### src/rtl/core/moving_average_pwm_duty_core_assert.svh
// Assertion macros shared by the moving-average core RTL.
// Expects clk and rst_n in the scope of every use; empty when SYNTH is set.
`ifndef MOVING_AVERAGE_PWM_DUTY_CORE_ASSERT_SVH
`define MOVING_AVERAGE_PWM_DUTY_CORE_ASSERT_SVH

`ifndef SYNTH

`define MAPD_ASSERT(lbl, cond) \
    lbl: assert property (@(posedge clk) disable iff (!rst_n) (cond)) \
        else $error("mapd check failed");

`define MAPD_IMPLIES(lbl, ante, cons) \
    lbl: assert property (@(posedge clk) disable iff (!rst_n) (ante) |-> (cons)) \
        else $error("mapd check failed");

`define MAPD_NEXT(lbl, ante, cons) \
    lbl: assert property (@(posedge clk) disable iff (!rst_n) (ante) |=> (cons)) \
        else $error("mapd check failed");

`else

`define MAPD_ASSERT(lbl, cond)
`define MAPD_IMPLIES(lbl, ante, cons)
`define MAPD_NEXT(lbl, ante, cons)

`endif

`endif

### src/rtl/core/mapd_pkg.sv
// Shared constants and widths for the moving-average PWM duty core.
// No dependencies; used by mapd_div and moving_average_pwm_duty_core.
package mapd_pkg;

    localparam int RING_DEPTH = 30;
    localparam int WINDOW_LEN = 5;

    localparam int RAW_W    = 16;
    localparam int MV_W     = 12;
    localparam int DUTY_W   = 7;
    localparam int PTR_W    = $clog2(RING_DEPTH);
    localparam int CNT_W    = $clog2(RING_DEPTH + 1);
    localparam int SUM_W    = MV_W + $clog2(RING_DEPTH);
    localparam int WSUM_W   = MV_W + $clog2(WINDOW_LEN + 1);

    // mv = raw * 2400 / 0xFFF0 = raw * 10 / 273
    localparam int SCALED_W    = 20;
    localparam int RECIP_W     = 20;
    localparam int SCALE_RECIP = 983280;   // floor(2^28 / 273)
    localparam int SCALE_SHIFT = 28;
    localparam int SCALE_DIV   = 273;

    // window sum / 5, exact for sums below 2^14
    localparam int WIN_RECIP_W = 14;
    localparam int WIN_RECIP   = 13108;
    localparam int WIN_SHIFT   = 16;

    // duty = (mean - 1000) / 10, exact for offsets below 1024
    localparam int DUTY_LOW_MV  = 1000;
    localparam int DUTY_HIGH_MV = 2000;
    localparam int DUTY_OFF_W   = 10;
    localparam int DUTY_RECIP_W = 10;
    localparam int DUTY_RECIP   = 820;
    localparam int DUTY_SHIFT   = 13;
    localparam int DUTY_MAX     = 100;

endpackage

### src/rtl/core/mapd_div.sv
// Restoring serial divider, one quotient bit per cycle.
// Depends on mapd_pkg for operand widths.
module mapd_div (
    input  logic                        clk,
    input  logic                        rst_n,
    input  logic                        start,
    input  logic [mapd_pkg::SUM_W-1:0]  dividend,
    input  logic [mapd_pkg::CNT_W-1:0]  divisor,
    output logic                        busy,
    output logic [mapd_pkg::SUM_W-1:0]  quotient
);
    import mapd_pkg::*;

    localparam int STEP_W = $clog2(SUM_W + 1);

    logic              busy_reg;
    logic [STEP_W-1:0] step_reg;
    logic [SUM_W-1:0]  quo_reg;
    logic [CNT_W-1:0]  rem_reg;
    logic [CNT_W-1:0]  div_reg;

    logic [CNT_W:0]    trial;
    logic [CNT_W:0]    diff;
    logic              fits;

    assign trial = {rem_reg, quo_reg[SUM_W-1]};
    assign diff  = trial - {1'b0, div_reg};
    assign fits  = (trial >= {1'b0, div_reg});

    always_ff @(posedge clk or negedge rst_n)
    begin
        if (!rst_n)
        begin
            busy_reg <= 1'b0;
            step_reg <= '0;
        end
        else if (start)
        begin
            busy_reg <= 1'b1;
            step_reg <= '0;
        end
        else if (busy_reg)
        begin
            step_reg <= step_reg + 1'b1;
            if (step_reg == STEP_W'(SUM_W - 1))
            begin
                busy_reg <= 1'b0;
            end
        end
    end

    always_ff @(posedge clk)
    begin
        if (start)
        begin
            quo_reg <= dividend;
            rem_reg <= '0;
            div_reg <= divisor;
        end
        else if (busy_reg)
        begin
            quo_reg <= {quo_reg[SUM_W-2:0], fits};
            // partial remainder stays below the divisor
            rem_reg <= fits ? diff[CNT_W-1:0] : trial[CNT_W-1:0];
        end
    end

    assign busy     = busy_reg;
    assign quotient = quo_reg;

endmodule

### src/rtl/core/moving_average_pwm_duty_core.sv
// Moving-average filter top: ADC scaling, 30-entry sample ring, means and PWM duty.
// Depends on mapd_pkg, mapd_div and moving_average_pwm_duty_core_assert.svh.
//
//  channel  | handshake            | payload
//  ---------+----------------------+---------------------------------------------
//  in       | in_valid / in_ready  | raw_sample
//  out      | out_valid / out_ready| latest_mv, window_mean_mv, duty_percent,
//           |                      | overall_mean_mv
//
// While fewer than 5 samples are held an item yields no result; otherwise the walk makes
// one ring read per cycle over every held entry, and the serial divider then forms the
// overall mean from the running sum and the fill count.
// Reset clears pointer, fill count and control; the ring needs no clearing pass.
// A result waits in the output register; the next item is taken meanwhile and stalls
// only when its own result is ready before the previous one was taken.
`include "moving_average_pwm_duty_core_assert.svh"

module moving_average_pwm_duty_core (
    input  logic                        clk,
    input  logic                        rst_n,
    input  logic                        in_valid,
    output logic                        in_ready,
    input  logic [mapd_pkg::RAW_W-1:0]  raw_sample,
    output logic                        out_valid,
    input  logic                        out_ready,
    output logic [mapd_pkg::MV_W-1:0]   latest_mv,
    output logic [mapd_pkg::MV_W-1:0]   window_mean_mv,
    output logic [mapd_pkg::DUTY_W-1:0] duty_percent,
    output logic [mapd_pkg::MV_W-1:0]   overall_mean_mv
);
    import mapd_pkg::*;

    localparam int PROD_W  = SCALED_W + RECIP_W;
    localparam int BACK_W  = MV_W + 9;
    localparam int DIST_W  = PTR_W + 1;
    localparam int WPROD_W = WSUM_W + WIN_RECIP_W;
    localparam int DPROD_W = DUTY_OFF_W + DUTY_RECIP_W;

    typedef enum logic [2:0] {
        ST_IDLE,
        ST_SCALE,
        ST_FIX,
        ST_WALK,
        ST_DRAIN,
        ST_DIVIDE,
        ST_DUTY,
        ST_WAIT
    } state_t;

    state_t              state_reg;
    logic [PTR_W-1:0]    wp_reg;
    logic [CNT_W-1:0]    fill_reg;
    logic [PTR_W-1:0]    rd_idx_reg;
    logic                rd_en_reg;
    logic                rd_win_reg;
    logic [PTR_W-1:0]    win_start_reg;
    logic                out_valid_reg;

    logic [SCALED_W-1:0] scaled_reg;
    logic [PROD_W-1:0]   prod_reg;
    logic [MV_W-1:0]     mv_reg;
    logic [SUM_W-1:0]    osum_reg;
    logic [WSUM_W-1:0]   wsum_reg;
    logic [MV_W-1:0]     wmean_reg;
    logic [DUTY_W-1:0]   duty_reg;
    logic [MV_W-1:0]     out_latest_reg;
    logic [MV_W-1:0]     out_wmean_reg;
    logic [DUTY_W-1:0]   out_duty_reg;
    logic [MV_W-1:0]     out_omean_reg;

    logic [MV_W-1:0]     sample_ring [RING_DEPTH];
    logic [MV_W-1:0]     rd_data_reg;

    logic                in_accept;
    logic [SCALED_W-1:0] scaled;
    logic [MV_W-1:0]     mv_est;
    logic [BACK_W-1:0]   mv_back;
    logic [SCALED_W-1:0] mv_rem;
    logic [MV_W-1:0]     mv_fix;
    logic                ring_we;
    logic [PTR_W-1:0]    wp_next;
    logic [CNT_W-1:0]    fill_next;
    logic [PTR_W-1:0]    win_start_next;
    logic [DIST_W-1:0]   win_dist;
    logic                in_win;
    logic                rd_last;
    logic [WPROD_W-1:0]  wprod;
    logic [DUTY_OFF_W-1:0] duty_off;
    logic [DPROD_W-1:0]  dprod;
    logic                div_start;
    logic                div_busy;
    logic [SUM_W-1:0]    div_quo;
    logic                load_out;

    assign in_ready  = (state_reg == ST_IDLE);
    assign in_accept = in_valid && in_ready;

    // raw * 10 by shift-add
    assign scaled = SCALED_W'({raw_sample, 3'b000}) + SCALED_W'({raw_sample, 1'b0});

    // reciprocal estimate is low by at most one
    assign mv_est  = prod_reg[SCALE_SHIFT +: MV_W];
    assign mv_back = BACK_W'(mv_est) * BACK_W'(SCALE_DIV);
    assign mv_rem  = scaled_reg - mv_back[SCALED_W-1:0];
    assign mv_fix  = (mv_rem >= SCALED_W'(SCALE_DIV)) ? mv_est + 1'b1 : mv_est;

    assign ring_we   = (state_reg == ST_FIX);
    assign wp_next   = (wp_reg == PTR_W'(RING_DEPTH - 1)) ? '0 : wp_reg + 1'b1;
    assign fill_next = (fill_reg == CNT_W'(RING_DEPTH)) ? fill_reg : fill_reg + 1'b1;
    assign win_start_next = (wp_next >= PTR_W'(WINDOW_LEN))
                          ? wp_next - PTR_W'(WINDOW_LEN)
                          : wp_next + PTR_W'(RING_DEPTH - WINDOW_LEN);

    // ring distance from the oldest window entry
    assign win_dist = (rd_idx_reg >= win_start_reg)
                    ? DIST_W'(rd_idx_reg - win_start_reg)
                    : DIST_W'(rd_idx_reg) + DIST_W'(RING_DEPTH) - DIST_W'(win_start_reg);
    assign in_win  = (win_dist < DIST_W'(WINDOW_LEN));
    assign rd_last = (rd_idx_reg == PTR_W'(fill_reg - 1'b1));

    assign wprod    = WPROD_W'(wsum_reg) * WPROD_W'(WIN_RECIP);
    assign duty_off = DUTY_OFF_W'(wmean_reg - MV_W'(DUTY_LOW_MV));
    assign dprod    = DPROD_W'(duty_off) * DPROD_W'(DUTY_RECIP);

    assign div_start = (state_reg == ST_DIVIDE);
    assign load_out  = (state_reg == ST_WAIT) && !div_busy && (!out_valid_reg || out_ready);

    mapd_div u_div (
        .clk      (clk),
        .rst_n    (rst_n),
        .start    (div_start),
        .dividend (osum_reg),
        .divisor  (fill_reg),
        .busy     (div_busy),
        .quotient (div_quo)
    );

    // sample ring: one write port, one registered read port
    always_ff @(posedge clk)
    begin
        if (ring_we)
        begin
            sample_ring[wp_reg] <= mv_fix;
        end
        if (state_reg == ST_WALK)
        begin
            rd_data_reg <= sample_ring[rd_idx_reg];
        end
    end

    always_ff @(posedge clk or negedge rst_n)
    begin
        if (!rst_n)
        begin
            state_reg     <= ST_IDLE;
            wp_reg        <= '0;
            fill_reg      <= '0;
            rd_idx_reg    <= '0;
            rd_en_reg     <= 1'b0;
            rd_win_reg    <= 1'b0;
            win_start_reg <= '0;
            out_valid_reg <= 1'b0;
        end
        else
        begin
            if (out_valid_reg && out_ready && !load_out)
            begin
                out_valid_reg <= 1'b0;
            end
            case (state_reg)
                ST_IDLE:
                begin
                    if (in_accept)
                    begin
                        state_reg <= ST_SCALE;
                    end
                end
                ST_SCALE:
                begin
                    state_reg <= ST_FIX;
                end
                ST_FIX:
                begin
                    wp_reg        <= wp_next;
                    fill_reg      <= fill_next;
                    win_start_reg <= win_start_next;
                    rd_idx_reg    <= '0;
                    if (fill_next < CNT_W'(WINDOW_LEN))
                    begin
                        state_reg <= ST_IDLE;
                    end
                    else
                    begin
                        state_reg <= ST_WALK;
                    end
                end
                ST_WALK:
                begin
                    rd_en_reg  <= 1'b1;
                    rd_win_reg <= in_win;
                    rd_idx_reg <= rd_idx_reg + 1'b1;
                    if (rd_last)
                    begin
                        state_reg <= ST_DRAIN;
                    end
                end
                ST_DRAIN:
                begin
                    rd_en_reg  <= 1'b0;
                    rd_win_reg <= 1'b0;
                    state_reg  <= ST_DIVIDE;
                end
                ST_DIVIDE:
                begin
                    state_reg <= ST_DUTY;
                end
                ST_DUTY:
                begin
                    state_reg <= ST_WAIT;
                end
                ST_WAIT:
                begin
                    if (load_out)
                    begin
                        out_valid_reg <= 1'b1;
                        state_reg     <= ST_IDLE;
                    end
                end
                default:
                begin
                    state_reg <= ST_IDLE;
                end
            endcase
        end
    end

    // datapath registers
    always_ff @(posedge clk)
    begin
        if (in_accept)
        begin
            scaled_reg <= scaled;
        end
        if (state_reg == ST_SCALE)
        begin
            prod_reg <= PROD_W'(scaled_reg) * PROD_W'(SCALE_RECIP);
        end
        if (state_reg == ST_FIX)
        begin
            mv_reg   <= mv_fix;
            osum_reg <= '0;
            wsum_reg <= '0;
        end
        else if (rd_en_reg)
        begin
            osum_reg <= osum_reg + SUM_W'(rd_data_reg);
            if (rd_win_reg)
            begin
                wsum_reg <= wsum_reg + WSUM_W'(rd_data_reg);
            end
        end
        if (state_reg == ST_DIVIDE)
        begin
            wmean_reg <= wprod[WIN_SHIFT +: MV_W];
        end
        if (state_reg == ST_DUTY)
        begin
            if (wmean_reg < MV_W'(DUTY_LOW_MV))
            begin
                duty_reg <= '0;
            end
            else if (wmean_reg > MV_W'(DUTY_HIGH_MV))
            begin
                duty_reg <= DUTY_W'(DUTY_MAX);
            end
            else
            begin
                duty_reg <= dprod[DUTY_SHIFT +: DUTY_W];
            end
        end
        if (load_out)
        begin
            out_latest_reg <= mv_reg;
            out_wmean_reg  <= wmean_reg;
            out_duty_reg   <= duty_reg;
            out_omean_reg  <= div_quo[MV_W-1:0];
        end
    end

    assign out_valid       = out_valid_reg;
    assign latest_mv       = out_latest_reg;
    assign window_mean_mv  = out_wmean_reg;
    assign duty_percent    = out_duty_reg;
    assign overall_mean_mv = out_omean_reg;

    `MAPD_ASSERT(a_fill_bound, fill_reg <= CNT_W'(RING_DEPTH))
    `MAPD_ASSERT(a_wp_bound, wp_reg < PTR_W'(RING_DEPTH))
    `MAPD_IMPLIES(a_load_needs_window, load_out, fill_reg >= CNT_W'(WINDOW_LEN))
    `MAPD_IMPLIES(a_read_in_walk, rd_en_reg, state_reg == ST_WALK || state_reg == ST_DRAIN)
    `MAPD_IMPLIES(a_walk_in_fill, state_reg == ST_WALK, rd_idx_reg < PTR_W'(fill_reg))
    `MAPD_NEXT(a_div_runs, div_start, div_busy)

endmodule
### config.mk
export PLATFORM = sky130hd
export DESIGN_NAME = moving_average_pwm_duty_core
export DESIGN_NICKNAME = d
export VERILOG_FILES = /design/src/rtl/core/mapd_pkg.sv /design/src/rtl/core/mapd_div.sv /design/src/rtl/core/moving_average_pwm_duty_core.sv
export VERILOG_INCLUDE_DIRS = /design/src /design/src/rtl/core
export SDC_FILE = /design/constraint.sdc
export NUM_CORES = 1
export LEC_CHECK = 0
export BUFFER_PORTS_ARGS = -buffer_cell sky130_fd_sc_hd__buf_2
export CAP_MARGIN = 25
export CORE_UTILIZATION = 31
export CTS_BUF_LIST = sky130_fd_sc_hd__clkbuf_8 sky130_fd_sc_hd__clkbuf_16
export DETAILED_ROUTE_END_ITERATION = 12
export SYNTH_ARGS = -nofsm -noshare
export SYNTH_HDL_FRONTEND = slang
export SYNTH_SLANG_ARGS = --single-unit
### constraint.sdc
create_clock -name clk -period 6.8 [get_ports clk]
set_clock_uncertainty 0.1 [all_clocks]
set_input_delay 1.02 -clock clk [delete_from_list [all_inputs] [get_ports clk]]
set_output_delay 1.02 -clock clk [all_outputs]
set_load 0.005 [all_outputs]
==> results of run 1 <==
[metrics by stage]
stage / setup slack [ns] / cells / hold WS, ns / cell area (sq um) / utilization (%)
floorplan: 0.992 / 2585 / 0.300 / 34300 / -
global placement: 0.716 / 4096 / 0.304 / 36600 / 33.5
detailed placement: 0.609 / 4097 / 0.306 / 36600 / 33.5
CTS: 0.581 / 4209 / 0.318 / 38700 / 35.4
global route: 0.278 / 4211 / 0.322 / 38700 / 35.4
finish: 0.541 / 4211 / 0.319 / 38700 / 35.4
[routing by layer]
layer	track usage, %	share of wire (%)	vias to the layer above
li1	-	-	9472
met1	17.4	45	9823
met2	22.4	49	334
met3	2.10	4.2	74
met4	2.92	1.7	0
met5	0	0	-
[Yosys cell counts (11+ instances only)]
cell / instances
sky130_fd_sc_hd__edfxtp_1: 499
sky130_fd_sc_hd__ha_1: 391
sky130_fd_sc_hd__inv_1: 355
sky130_fd_sc_hd__nand2_1: 169
sky130_fd_sc_hd__fa_1: 159
sky130_fd_sc_hd__nor2_1: 130
sky130_fd_sc_hd__mux4_2: 108
sky130_fd_sc_hd__a21oi_1: 93
sky130_fd_sc_hd__xnor2_1: 76
sky130_fd_sc_hd__o21ai_0: 59
sky130_fd_sc_hd__xor2_1: 48
sky130_fd_sc_hd__dfxtp_1: 37
sky130_fd_sc_hd__clkbuf_1: 34
sky130_fd_sc_hd__nor3_1: 33
sky130_fd_sc_hd__dfrtp_1: 32
sky130_fd_sc_hd__a21o_1: 28
sky130_fd_sc_hd__nand3_1: 22
sky130_fd_sc_hd__nor2b_1: 21
sky130_fd_sc_hd__buf_1: 20
sky130_fd_sc_hd__a211oi_1: 19
sky130_fd_sc_hd__nand4_1: 19
sky130_fd_sc_hd__mux2_2: 18
sky130_fd_sc_hd__mux2i_1: 18
sky130_fd_sc_hd__and3_1: 14
sky130_fd_sc_hd__o21a_1: 14
sky130_fd_sc_hd__o21bai_1: 13
sky130_fd_sc_hd__a31oi_1: 11
sky130_fd_sc_hd__o2111ai_1: 11
[cells by family (layout without fill, tap and decap cells)]
| group | Yosys count | after routing | share of synthesized area [%] |
|---|---|---|---|
| DFF | 568 | 568 | 48.2 |
| xor gates and xnor gates | 124 | 124 | 3.17 |
| buffers and inverters | 417 | 567 | 4.60 |
| AOI/OAI and AO/OA | 312 | 312 | 5.93 |
| and+or+nand+nor | 470 | 470 | 6.38 |
| adders and majority gates | 550 | 550 | 23.5 |
| muxes | 144 | 144 | 8.21 |
[how the worst min path moves through the flow]
stage | start | end | slack (ns) | depth (start not counted)
floorplan | duty_reg[0] | duty_percent[0] | 0.30 | 0
global placement | duty_reg[3] | duty_percent[3] | 0.30 | 0
detailed placement | mv_reg[0] | latest_mv[0] | 0.31 | 0
CTS | mv_reg[0] | latest_mv[0] | 0.32 | 0
global route | duty_reg[4] | duty_percent[4] | 0.32 | 0
finish | mv_reg[0] | latest_mv[0] | 0.32 | 0
[layout by cell type, fill, tap and decap left out, types with 59 or more instances in the layout]
master / synthesis / final
sky130_fd_sc_hd__edfxtp_1: 499 / 499
sky130_fd_sc_hd__ha_1: 391 / 391
sky130_fd_sc_hd__inv_1: 355 / 364
sky130_fd_sc_hd__nand2_1: 169 / 169
sky130_fd_sc_hd__fa_1: 159 / 159
sky130_fd_sc_hd__mux4_2: 108 / 108
sky130_fd_sc_hd__nor2_1: 130 / 105
sky130_fd_sc_hd__a21oi_1: 93 / 93
sky130_fd_sc_hd__xnor2_1: 76 / 66
sky130_fd_sc_hd__buf_2: 4 / 64
sky130_fd_sc_hd__clkbuf_16: 0 / 61
sky130_fd_sc_hd__o21ai_0: 59 / 59
[worst max-delay path, cell delays in order, from the launching register on]
cell	delay [ns]
sky130_fd_sc_hd__edfxtp_1	0.53
sky130_fd_sc_hd__fa_1	0.61
sky130_fd_sc_hd__inv_1	0.07
sky130_fd_sc_hd__fa_1	0.55
sky130_fd_sc_hd__inv_1	0.06
sky130_fd_sc_hd__ha_1	0.28
sky130_fd_sc_hd__inv_1	0.07
sky130_fd_sc_hd__fa_1	0.43
sky130_fd_sc_hd__fa_1	0.50
sky130_fd_sc_hd__fa_1	0.54
sky130_fd_sc_hd__inv_1	0.04
sky130_fd_sc_hd__ha_1	0.31
sky130_fd_sc_hd__a21o_1	0.16
sky130_fd_sc_hd__a21o_1	0.18
sky130_fd_sc_hd__a211o_1	0.29
sky130_fd_sc_hd__a21oi_1	0.18
sky130_fd_sc_hd__o21ai_1	0.13
sky130_fd_sc_hd__a21oi_1	0.29
sky130_fd_sc_hd__o31ai_1	0.20
sky130_fd_sc_hd__or4_1	0.50
sky130_fd_sc_hd__nand3_1	0.09
[cell type report]
| cell class | instances | share of cell area (%) |
|---|---|---|
| sequential | 568 | 42.7 |
| multi-input combinational | 1600 | 42.2 |
| tap | 1476 | 4.77 |
| clock buffer | 61 | 3.94 |
| inverter | 358 | 3.47 |
| timing repair buffer | 97 | 1.60 |
| clock inverter | 51 | 1.26 |
==> parameters.txt, run 1 <==
Parameter                              Value

Final layout
  Total area of sequential cells ... 0.0165 sq mm
  Area growth from synthesis to final layout ... 12.8%
  Antenna Cells ... 0
  Flip-flop count of the largest register after layout ... 360
  Total area of multi-input combinational cells ... 0.0163 sq mm
  NumNets Final ... 3256
  Fraction of layout instances using a drive strength above 1 ... 13.6%
  Layout filler cell count ... 10592

CTS
  Hold buffer count at cts ... 0
  Clock sink count ... 568
  Clock-pin slew on the worst setup and hold paths ... 0.06 ns
  Number of buffers inserted to repair setup after CTS ... 0
  Clock tree from TritonCTS ... done
  Post-cts resize count ... 0
  H-tree depth ... 2
  Clock Tree Buf Depth ... 3
  Clk root buf ... sky130_fd_sc_hd__clkbuf_16
  Num CTS Buffers ... 61
  Clock latency of the later-clocked register in the worst-skew pair ... 0.68 ns

Global route
  Remaining global-route overflow ... 0
  Initial antenna violation count ... 0
  Global-route wire length before repair ... 114 mm
  Maximum number of pins on one net before global-route repair ... 68
  Vias in the first global route ... 20173
  Total track usage ... 13.1%

Setup path
  Beginning of the worst register-to-register path ... scaled_reg[5]
  Capture instance of the worst register-to-register path ... prod_reg[39]
  Signal arrival time at the worst endpoint ... 6.67 ns
  Length in cells of the worst reg-to-reg path ... 20
  Flop2flop setup slack ... 0.54 ns
  Critical path capture point ... prod_reg[39]
  Beginning of the critical path ... scaled_reg[5]
  Max FO, Critical Path ... 5
  Worst setup path category ... register to register
  Startpoint type of the worst setup path ... register
  Worst Setup End Kind ... register
  Required time of the critical path ... 7.21 ns

Run status
  Status ... finished, final reports clean

STA
  Final-report max-slew violation count ... 0
  F_max ... 0.160 GHz
  Final critical delay including setup and external delays ... 6.26 ns
  Final sum of negative setup slack ... 0 ns
  Setup repair after global routing missed its margin ... false
  Final hold violation count ... 0
  Period utilisation layout ... 92.0%
  Number of failing setup endpoints in the final timing report ... 0
  Transition time at the pin with the least slew margin ... 1.04 ns
  Headroom to the max-slew limit ... 30.6%

Yosys
  Post-Synthesis Cell Area ... 0.0343 sq mm
  Number of enable-type register cells in the synthesized netlist ... 499
  Number of distinct library cells after synthesis ... 73
  Most common flop cell mapped by yosys ... sky130_fd_sc_hd__edfxtp_1
  Sequential area share after synthesis ... 48.2%
  Async S/R FF share, synth ... 5.63%
  Flop and latch count out of synthesis ... 568
  Synthesized area per cell ... 13.3 sq um
  Cells after Synth ... 2585
  Share of Yosys cell area claimed by the top area cell type ... 43.7%
  Number of synthesis warnings ... 0
  Biggest area consumer among synthesized cells ... sky130_fd_sc_hd__edfxtp_1
  Syn_nets ... 3155
  Ranking of synthesized cells by area ... sky130_fd_sc_hd__edfxtp_1 (44%), sky130_fd_sc_hd__ha_1 (14%), sky130_fd_sc_hd__fa_1 (9.3%), sky130_fd_sc_hd__mux4_2 (7.1%), sky130_fd_sc_hd__inv_1 (3.9%)

Hold path
  Worst hold path type ... register to register

Drt
  Antenna viol nets, final ... 0
  Total detailed-routing wirelength ... 72.8 mm
  Number of DRC markers after the initial detailed-route iteration ... 1207
  Vias per Instance ... 4.68
  Vias after detailed routing ... 19703
  Total DRC errors in the routed layout ... 0
  Number of iterations in the first detailed-routing pass ... 7
  Routed len/inst ... 17.3 um

Floorplan
  Initial core utilization ... 31.4%
  Chip height ... 335 um
  Ports ... 65
  Placeable core region ... 0.109 sq mm
  Die Area ... 0.112 sq mm
  Chip width ... 335 um
  # rows ... 121

Flow run
  Max-cap check violation count ... 0

Placement
  Weighted congestion reported at the end of routability-driven placement ... 0.847
  Final HPWL DP ... 51.5 mm
  # port buffers ... 64
Power of run 1 is left out: the tool's default activity adds up to more than one toggle a clock period on the data nets, which glitch-free logic cannot reach.
==> run 2: changes to the inputs <==
--- a/config.mk
+++ b/config.mk
@@ -8,9 +8,10 @@
 export LEC_CHECK = 0
 export BUFFER_PORTS_ARGS = -buffer_cell sky130_fd_sc_hd__buf_2
 export CAP_MARGIN = 25
-export CORE_UTILIZATION = 31
+export CORE_UTILIZATION = 55
 export CTS_BUF_LIST = sky130_fd_sc_hd__clkbuf_8 sky130_fd_sc_hd__clkbuf_16
 export DETAILED_ROUTE_END_ITERATION = 12
+export PLACE_DENSITY = 0.71
 export SYNTH_ARGS = -nofsm -noshare
 export SYNTH_HDL_FRONTEND = slang
 export SYNTH_SLANG_ARGS = --single-unit
==> parameters.txt, run 2 (synthesis results as in run 1) <==
Parameter                              Value

Hold path
  Worst hold path type ... register to register
  Cell depth of the worst hold path ... 0

Drt
  Number of iterations in the first detailed-routing pass ... 5
  Antenna viol nets, final ... 0
  Total DRC errors in the routed layout ... 0
  Total detailed-routing wirelength ... 74.2 mm
  Routed len/inst ... 20.7 um
  Vias after detailed routing ... 20633
  Vias per Instance ... 5.75
  Number of DRC markers after the initial detailed-route iteration ... 1534

Setup path
  Startpoint type of the worst setup path ... register
  Length in cells of the worst reg-to-reg path ... 20
  CP Depth ... 20
  Worst Setup End Kind ... register
  Worst setup path category ... register to register
  Slowest stage cell, crit path ... sky130_fd_sc_hd__fa_1
  Category of cells accounting for the largest share of critical-path delay ... adder cells
  Max FO, Critical Path ... 5
  Worst-path cell chain ... fa_1, inv_1, fa_1, inv_1, ha_1, inv_1, fa_1, fa_1, fa_1, inv_1, ha_1, a21o_1, a21o_1, a211o_1, a21oi_1, o21ai_1, a21oi_1, o31ai_1, or4_1, nand3_1
  Largest stage delay on the critical path ... 0.61 ns
  Signal arrival time at the worst endpoint ... 6.62 ns
  Crit path top cell by count ... sky130_fd_sc_hd__fa_1
  Buffers & Inverters on Critical Path ... 4
  Required time of the critical path ... 7.22 ns

Final layout
  Antenna Cells ... 0
  Commonest non-fill, non-tap cell in the layout ... sky130_fd_sc_hd__edfxtp_1
  Total area of sequential cells ... 0.0165 sq mm
  Layout filler cell count ... 4660
  Area growth from synthesis to final layout ... 11.0%
  Fraction of layout instances using a drive strength above 1 ... 14.0%
  Flip-flop count of the largest register after layout ... 360
  Leading cell types in the layout, fill and taps excluded ... sky130_fd_sc_hd__edfxtp_1 (499), sky130_fd_sc_hd__ha_1 (391), sky130_fd_sc_hd__inv_1 (356), sky130_fd_sc_hd__nand2_1 (169), sky130_fd_sc_hd__fa_1 (159)
  NumNets Final ... 3271
  Total area of multi-input combinational cells ... 0.0163 sq mm

CTS
  Number of buffers inserted to repair setup after CTS ... 0
  H-tree depth ... 2
  Clock-pin slew on the worst setup and hold paths ... 0.06 ns
  Clock latency of the later-clocked register in the worst-skew pair ... 0.64 ns
  Clk root buf ... sky130_fd_sc_hd__clkbuf_16
  Clock Tree Buf Depth ... 3
  Post-cts resize count ... 0
  Hold buffer count at cts ... 0
  Clock tree from TritonCTS ... done
  Clock sink count ... 568
  Num CTS Buffers ... 61

Global route
  Maximum number of pins on one net before global-route repair ... 74
  Routing layer with the top usage in global route ... met2
  Met1 track demand over resource in global routing ... 31.0%
  Global-route wire length before repair ... 118 mm
  Met3 usage in global routing ... 4.37%
  Initial antenna violation count ... 1
  Total track usage ... 24.1%
  Vias in the first global route ... 21476
  Remaining global-route overflow ... 0
  Met2 global-route usage ... 40.6%

Placement
  # port buffers ... 64
  Weighted congestion reported at the end of routability-driven placement ... 0.911
  Final HPWL DP ... 50.9 mm

STA
  Minimum hold slack ... 0.313 ns
  Transition time at the pin with the least slew margin ... 1.06 ns
  Final critical delay including setup and external delays ... 6.20 ns
  Headroom to the max-slew limit ... 29.4%
  Setup repair after global routing missed its margin ... false
  Final hold violation count ... 0
  Number of failing setup endpoints in the final timing report ... 0
  Final sum of negative setup slack ... 0 ns
  Period utilisation layout ... 91.1%
  Final-report max-slew violation count ... 0
  F_max ... 0.161 GHz

Floorplan
  Ports ... 65
  Die Area ... 0.0634 sq mm
  Initial core utilization ... 55.6%
  Chip width ... 252 um
  # rows ... 91
  Chip height ... 252 um
  Placeable core region ... 0.0617 sq mm

Flow run
  Max-cap check violation count ... 0

Run status
  Status ... finished, final reports clean
[run 2: cell types whose count changed in the layout (fill, tap and decap cells not counted), sizes merged]
cell      change
buf          +15
clkbuf        +5
bufinv        -3
clkinv        +3
inv           -3
clkinvlp      +2
[run 2: final timing paths]
path / start / end / slack (ns)
max reg2reg: scaled_reg[5] / prod_reg[39] / 0.60
min in group asynchronous: rst_n / wp_reg[2] / 0.35
min reg2reg: duty_reg[1] / duty_percent[1] / 0.31
min: duty_reg[1] / duty_percent[1] / 0.31
max in group asynchronous: rst_n / rd_idx_reg[1] / 5.62
max: scaled_reg[5] / prod_reg[39] / 0.60
[run 2: routing by layer]
layer,up-vias,share of wire [%],wire length [um]
met5,-,0,0
met4,0,3.5,2600
met3,152,5.6,4120
met2,614,50,36800
met1,10354,41,30700
li1,9513,-,-
[run 2: layout make-up]
cell class | instances | share of cell area, %
timing repair buffer | 112 | 1.97
multi-input combinational | 1600 | 42.8
inverter | 358 | 3.53
tap | 837 | 2.75
clock inverter | 50 | 1.19
clock buffer | 66 | 4.34
sequential | 568 | 43.4
[run 2: worst register-to-register path: stages (launching register included)]
cell and delay (ns):
sky130_fd_sc_hd__edfxtp_1 0.52, sky130_fd_sc_hd__fa_1 0.61, sky130_fd_sc_hd__inv_1 0.07, sky130_fd_sc_hd__fa_1 0.56, sky130_fd_sc_hd__inv_1 0.06, sky130_fd_sc_hd__ha_1 0.27
sky130_fd_sc_hd__inv_1 0.05, sky130_fd_sc_hd__fa_1 0.53, sky130_fd_sc_hd__fa_1 0.45, sky130_fd_sc_hd__fa_1 0.54, sky130_fd_sc_hd__inv_1 0.04, sky130_fd_sc_hd__ha_1 0.32
sky130_fd_sc_hd__a21o_1 0.17, sky130_fd_sc_hd__a21o_1 0.18, sky130_fd_sc_hd__a211o_1 0.29, sky130_fd_sc_hd__a21oi_1 0.14, sky130_fd_sc_hd__o21ai_1 0.12, sky130_fd_sc_hd__a21oi_1 0.30
sky130_fd_sc_hd__o31ai_1 0.19, sky130_fd_sc_hd__or4_1 0.49, sky130_fd_sc_hd__nand3_1 0.09
[run 2: through the flow]
step	cell area (sq um)	utilization, %	cells	setup slack, ns
after CTS	38000	61.6	3588	0.593
after global placement	35900	58.1	3469	0.661
after detailed placement	35900	58.2	3472	0.619
after global routing	38100	61.7	3591	0.337
after floorplan	34300	-	2585	0.992
final	38100	61.7	3591	0.602
Power of run 2 is left out for the same reason.
==> run 3: changes to the inputs <==
--- a/config.mk
+++ b/config.mk
@@ -8,10 +8,12 @@
 export LEC_CHECK = 0
 export BUFFER_PORTS_ARGS = -buffer_cell sky130_fd_sc_hd__buf_2
 export CAP_MARGIN = 25
+export CORE_MARGIN = 4
 export CORE_UTILIZATION = 55
 export CTS_BUF_LIST = sky130_fd_sc_hd__clkbuf_8 sky130_fd_sc_hd__clkbuf_16
 export DETAILED_ROUTE_END_ITERATION = 12
 export PLACE_DENSITY = 0.71
 export SYNTH_ARGS = -nofsm -noshare
 export SYNTH_HDL_FRONTEND = slang
+export SYNTH_HIERARCHICAL = 1
 export SYNTH_SLANG_ARGS = --single-unit
==> parameters.txt, run 3 <==
Parameter                              Value

Setup path
  Worst-path cell chain ... ha_1, fa_1, ha_1, fa_1, inv_1, ha_1, a21oi_2, o21ai_0, or3_1, a22oi_1, nor3_1, or4_4, nor4_4, a21boi_0, xnor2_2, buf_4
  Crit path top cell by count ... sky130_fd_sc_hd__ha_1
  Max FO, Critical Path ... 31
  Worst setup path category ... register to register
  Beginning of the worst register-to-register path ... prod_reg[34]
  Required time of the critical path ... 7.07 ns
  Length in cells of the worst reg-to-reg path ... 16
  Slowest stage cell, crit path ... sky130_fd_sc_hd__or4_4
  Signal arrival time at the worst endpoint ... 6.35 ns
  Flop2flop setup slack ... 0.72 ns
  Startpoint type of the worst setup path ... register
  Capture instance of the worst register-to-register path ... sample_ring[25][3]
  Worst Setup End Kind ... register
  Largest stage delay on the critical path ... 0.56 ns
  Beginning of the critical path ... prod_reg[34]

Drt
  Total detailed-routing wirelength ... 73.4 mm
  Vias after detailed routing ... 20458
  Number of iterations in the first detailed-routing pass ... 6
  Number of DRC markers after the initial detailed-route iteration ... 1559
  Vias per Instance ... 5.73
  Total DRC errors in the routed layout ... 0
  Antenna viol nets, final ... 0
  Routed len/inst ... 20.5 um

Floorplan
  Die Area ... 0.0665 sq mm
  Chip width ... 258 um
  Ports ... 65
  Chip height ... 258 um
  Initial core utilization ... 55.6%
  Placeable core region ... 0.0617 sq mm
  # rows ... 91

Yosys
  Sequential area share after synthesis ... 48.1%
  Share of Yosys cell area claimed by the top area cell type ... 43.7%
  Ranking of synthesized cells by area ... sky130_fd_sc_hd__edfxtp_1 (44%), sky130_fd_sc_hd__ha_1 (14%), sky130_fd_sc_hd__fa_1 (9.3%), sky130_fd_sc_hd__mux4_2 (7.1%), sky130_fd_sc_hd__inv_1 (3.9%)
  Number of enable-type register cells in the synthesized netlist ... 499
  Flop and latch count out of synthesis ... 568
  Number of synthesis warnings ... 6
  Synthesized area per cell ... 13.4 sq um
  Async S/R FF share, synth ... 5.63%
  Syn_nets ... 3138
  Most common flop cell mapped by yosys ... sky130_fd_sc_hd__edfxtp_1
  Post-Synthesis Cell Area ... 0.0343 sq mm
  Biggest area consumer among synthesized cells ... sky130_fd_sc_hd__edfxtp_1
  Most used standard cells in the synthesized netlist ... sky130_fd_sc_hd__edfxtp_1 (499), sky130_fd_sc_hd__ha_1 (390), sky130_fd_sc_hd__inv_1 (358), sky130_fd_sc_hd__fa_1 (159), sky130_fd_sc_hd__nor2_1 (136)
  Most frequent cell after synthesis ... sky130_fd_sc_hd__edfxtp_1
  Number of distinct library cells after synthesis ... 83
  Cells after Synth ... 2569

Final layout
  Utilization after layout ... 61.5%
  Commonest non-fill, non-tap cell in the layout ... sky130_fd_sc_hd__edfxtp_1
  Antenna Cells ... 0
  Fraction of layout instances using a drive strength above 1 ... 14.1%
  Area growth from synthesis to final layout ... 10.6%
  Flip-flop count of the largest register after layout ... 360
  Leading cell types in the layout, fill and taps excluded ... sky130_fd_sc_hd__edfxtp_1 (499), sky130_fd_sc_hd__ha_1 (390), sky130_fd_sc_hd__inv_1 (368), sky130_fd_sc_hd__fa_1 (159), sky130_fd_sc_hd__nor2_1 (136)
  NumNets Final ... 3257

Global route
  Met2 global-route usage ... 37.4%
  Initial antenna violation count ... 5
  Remaining global-route overflow ... 0
  Global-route wire length before repair ... 117 mm
  Met3 usage in global routing ... 4.11%
  Met1 track demand over resource in global routing ... 30.4%
  Routing layer with the top usage in global route ... met2
  Vias in the first global route ... 21325
  Maximum number of pins on one net before global-route repair ... 49
  Total track usage ... 22.4%

CTS
  Clock-pin slew on the worst setup and hold paths ... 0.06 ns
  Post-cts resize count ... 0
  Clock tree from TritonCTS ... done
  Hold buffer count at cts ... 0
  Clk root buf ... sky130_fd_sc_hd__clkbuf_16
  Clock sink count ... 568
  Number of buffers inserted to repair setup after CTS ... 0
  H-tree depth ... 2
  Clock latency of the later-clocked register in the worst-skew pair ... 0.64 ns
  Clock Tree Buf Depth ... 3
  Num CTS Buffers ... 60

STA
  Headroom to the max-slew limit ... 33.0%
  Minimum hold slack ... 0.319 ns
  Setup repair after global routing missed its margin ... false
  Transition time at the pin with the least slew margin ... 0.997 ns
  Final critical delay including setup and external delays ... 6.08 ns
  F_max ... 0.164 GHz
  Final sum of negative setup slack ... 0 ns
  Final-report max-slew violation count ... 0
  Number of failing setup endpoints in the final timing report ... 0
  Final hold violation count ... 0
  Period utilisation layout ... 89.4%

Hold path
  Hold Crit Start ... mv_reg[8]
  Worst hold path type ... register to register
  Cell depth of the worst hold path ... 0
  Capture endpoint of the worst hold path ... latest_mv[8]

Placement
  Final HPWL DP ... 52.3 mm
  # port buffers ... 64
  Weighted congestion reported at the end of routability-driven placement ... 0.894

Flow run
  Max-cap check violation count ... 0

Run status
  Status ... finished, final reports clean
-- run 3: cell types whose count changed after synthesis, moves of 9 or more --
| cell | change |
|---|---|
| sky130_fd_sc_hd__a21oi_1 | -11 |
| sky130_fd_sc_hd__nand3_1 | +18 |
| sky130_fd_sc_hd__o2111ai_1 | -9 |
| sky130_fd_sc_hd__nand2_1 | -35 |
| sky130_fd_sc_hd__mux2_2 | +12 |
-- run 3: logic make-up (layout without fill, tap and decap cells) --
group	after synthesis	count (layout)	synth area share, %
AO/OA/AOI/OAI	293	293	5.61
XOR/XNOR	119	119	3.04
adder cells (fa/ha/maj)	550	550	23.5
buffers and inverters	419	586	4.62
flip-flops	568	568	48.1
multiplexers	157	157	8.64
AND/OR/NAND/NOR	463	463	6.44
-- run 3: critical path: cells and delay by family (launching register included) --
kind	cells	cell delay (ns)
AO/OA/AOI/OAI	4	0.99
XOR/XNOR	1	0.19
adder cells (fa/ha/maj)	5	2.07
buffers and inverters	2	0.41
flip-flops	1	0.51
AND/OR/NAND/NOR	4	1.54
-- run 3: per-stage QoR --
step                      worst slack (ns)  cell area [sq um]  std cells
after global placement               0.933              35900       3457
final                                0.720              38000       3573
after detailed placement             0.767              36000       3463
after CTS                            0.730              38000       3573
after floorplan                       1.02              34300       2569
after global routing                 0.451              38000       3573
-- run 3: routing by layer --
| layer | part of all wire (%) | wire, um | up-vias |
|---|---|---|---|
| met5 | 0 | 0 | - |
| met1 | 42 | 30900 | 10264 |
| met2 | 48 | 35600 | 610 |
| li1 | - | - | 9470 |
| met3 | 6.6 | 4810 | 114 |
| met4 | 2.8 | 2080 | 0 |
-- run 3: layout make-up --
cell class | count | area, sq um
tap | 837 | 1050
clock inverter | 47 | 434
fill | 4688 | 23700
clock buffer | 63 | 1550
inverter | 359 | 1350
multi-input combinational | 1582 | 16300
sequential | 568 | 16500
timing repair buffer | 117 | 733
-- run 3: worst max-delay path by stage --
stage                               end  cells after the start
finish               sample_ring[25][3]                     16
global route         sample_ring[25][3]                     16
CTS                 sample_ring[24][11]                     16
detailed placement  sample_ring[15][11]                     16
global placement    sample_ring[22][11]                     16
floorplan                     mv_reg[2]                     16
Power of run 3 is left out for the same reason.
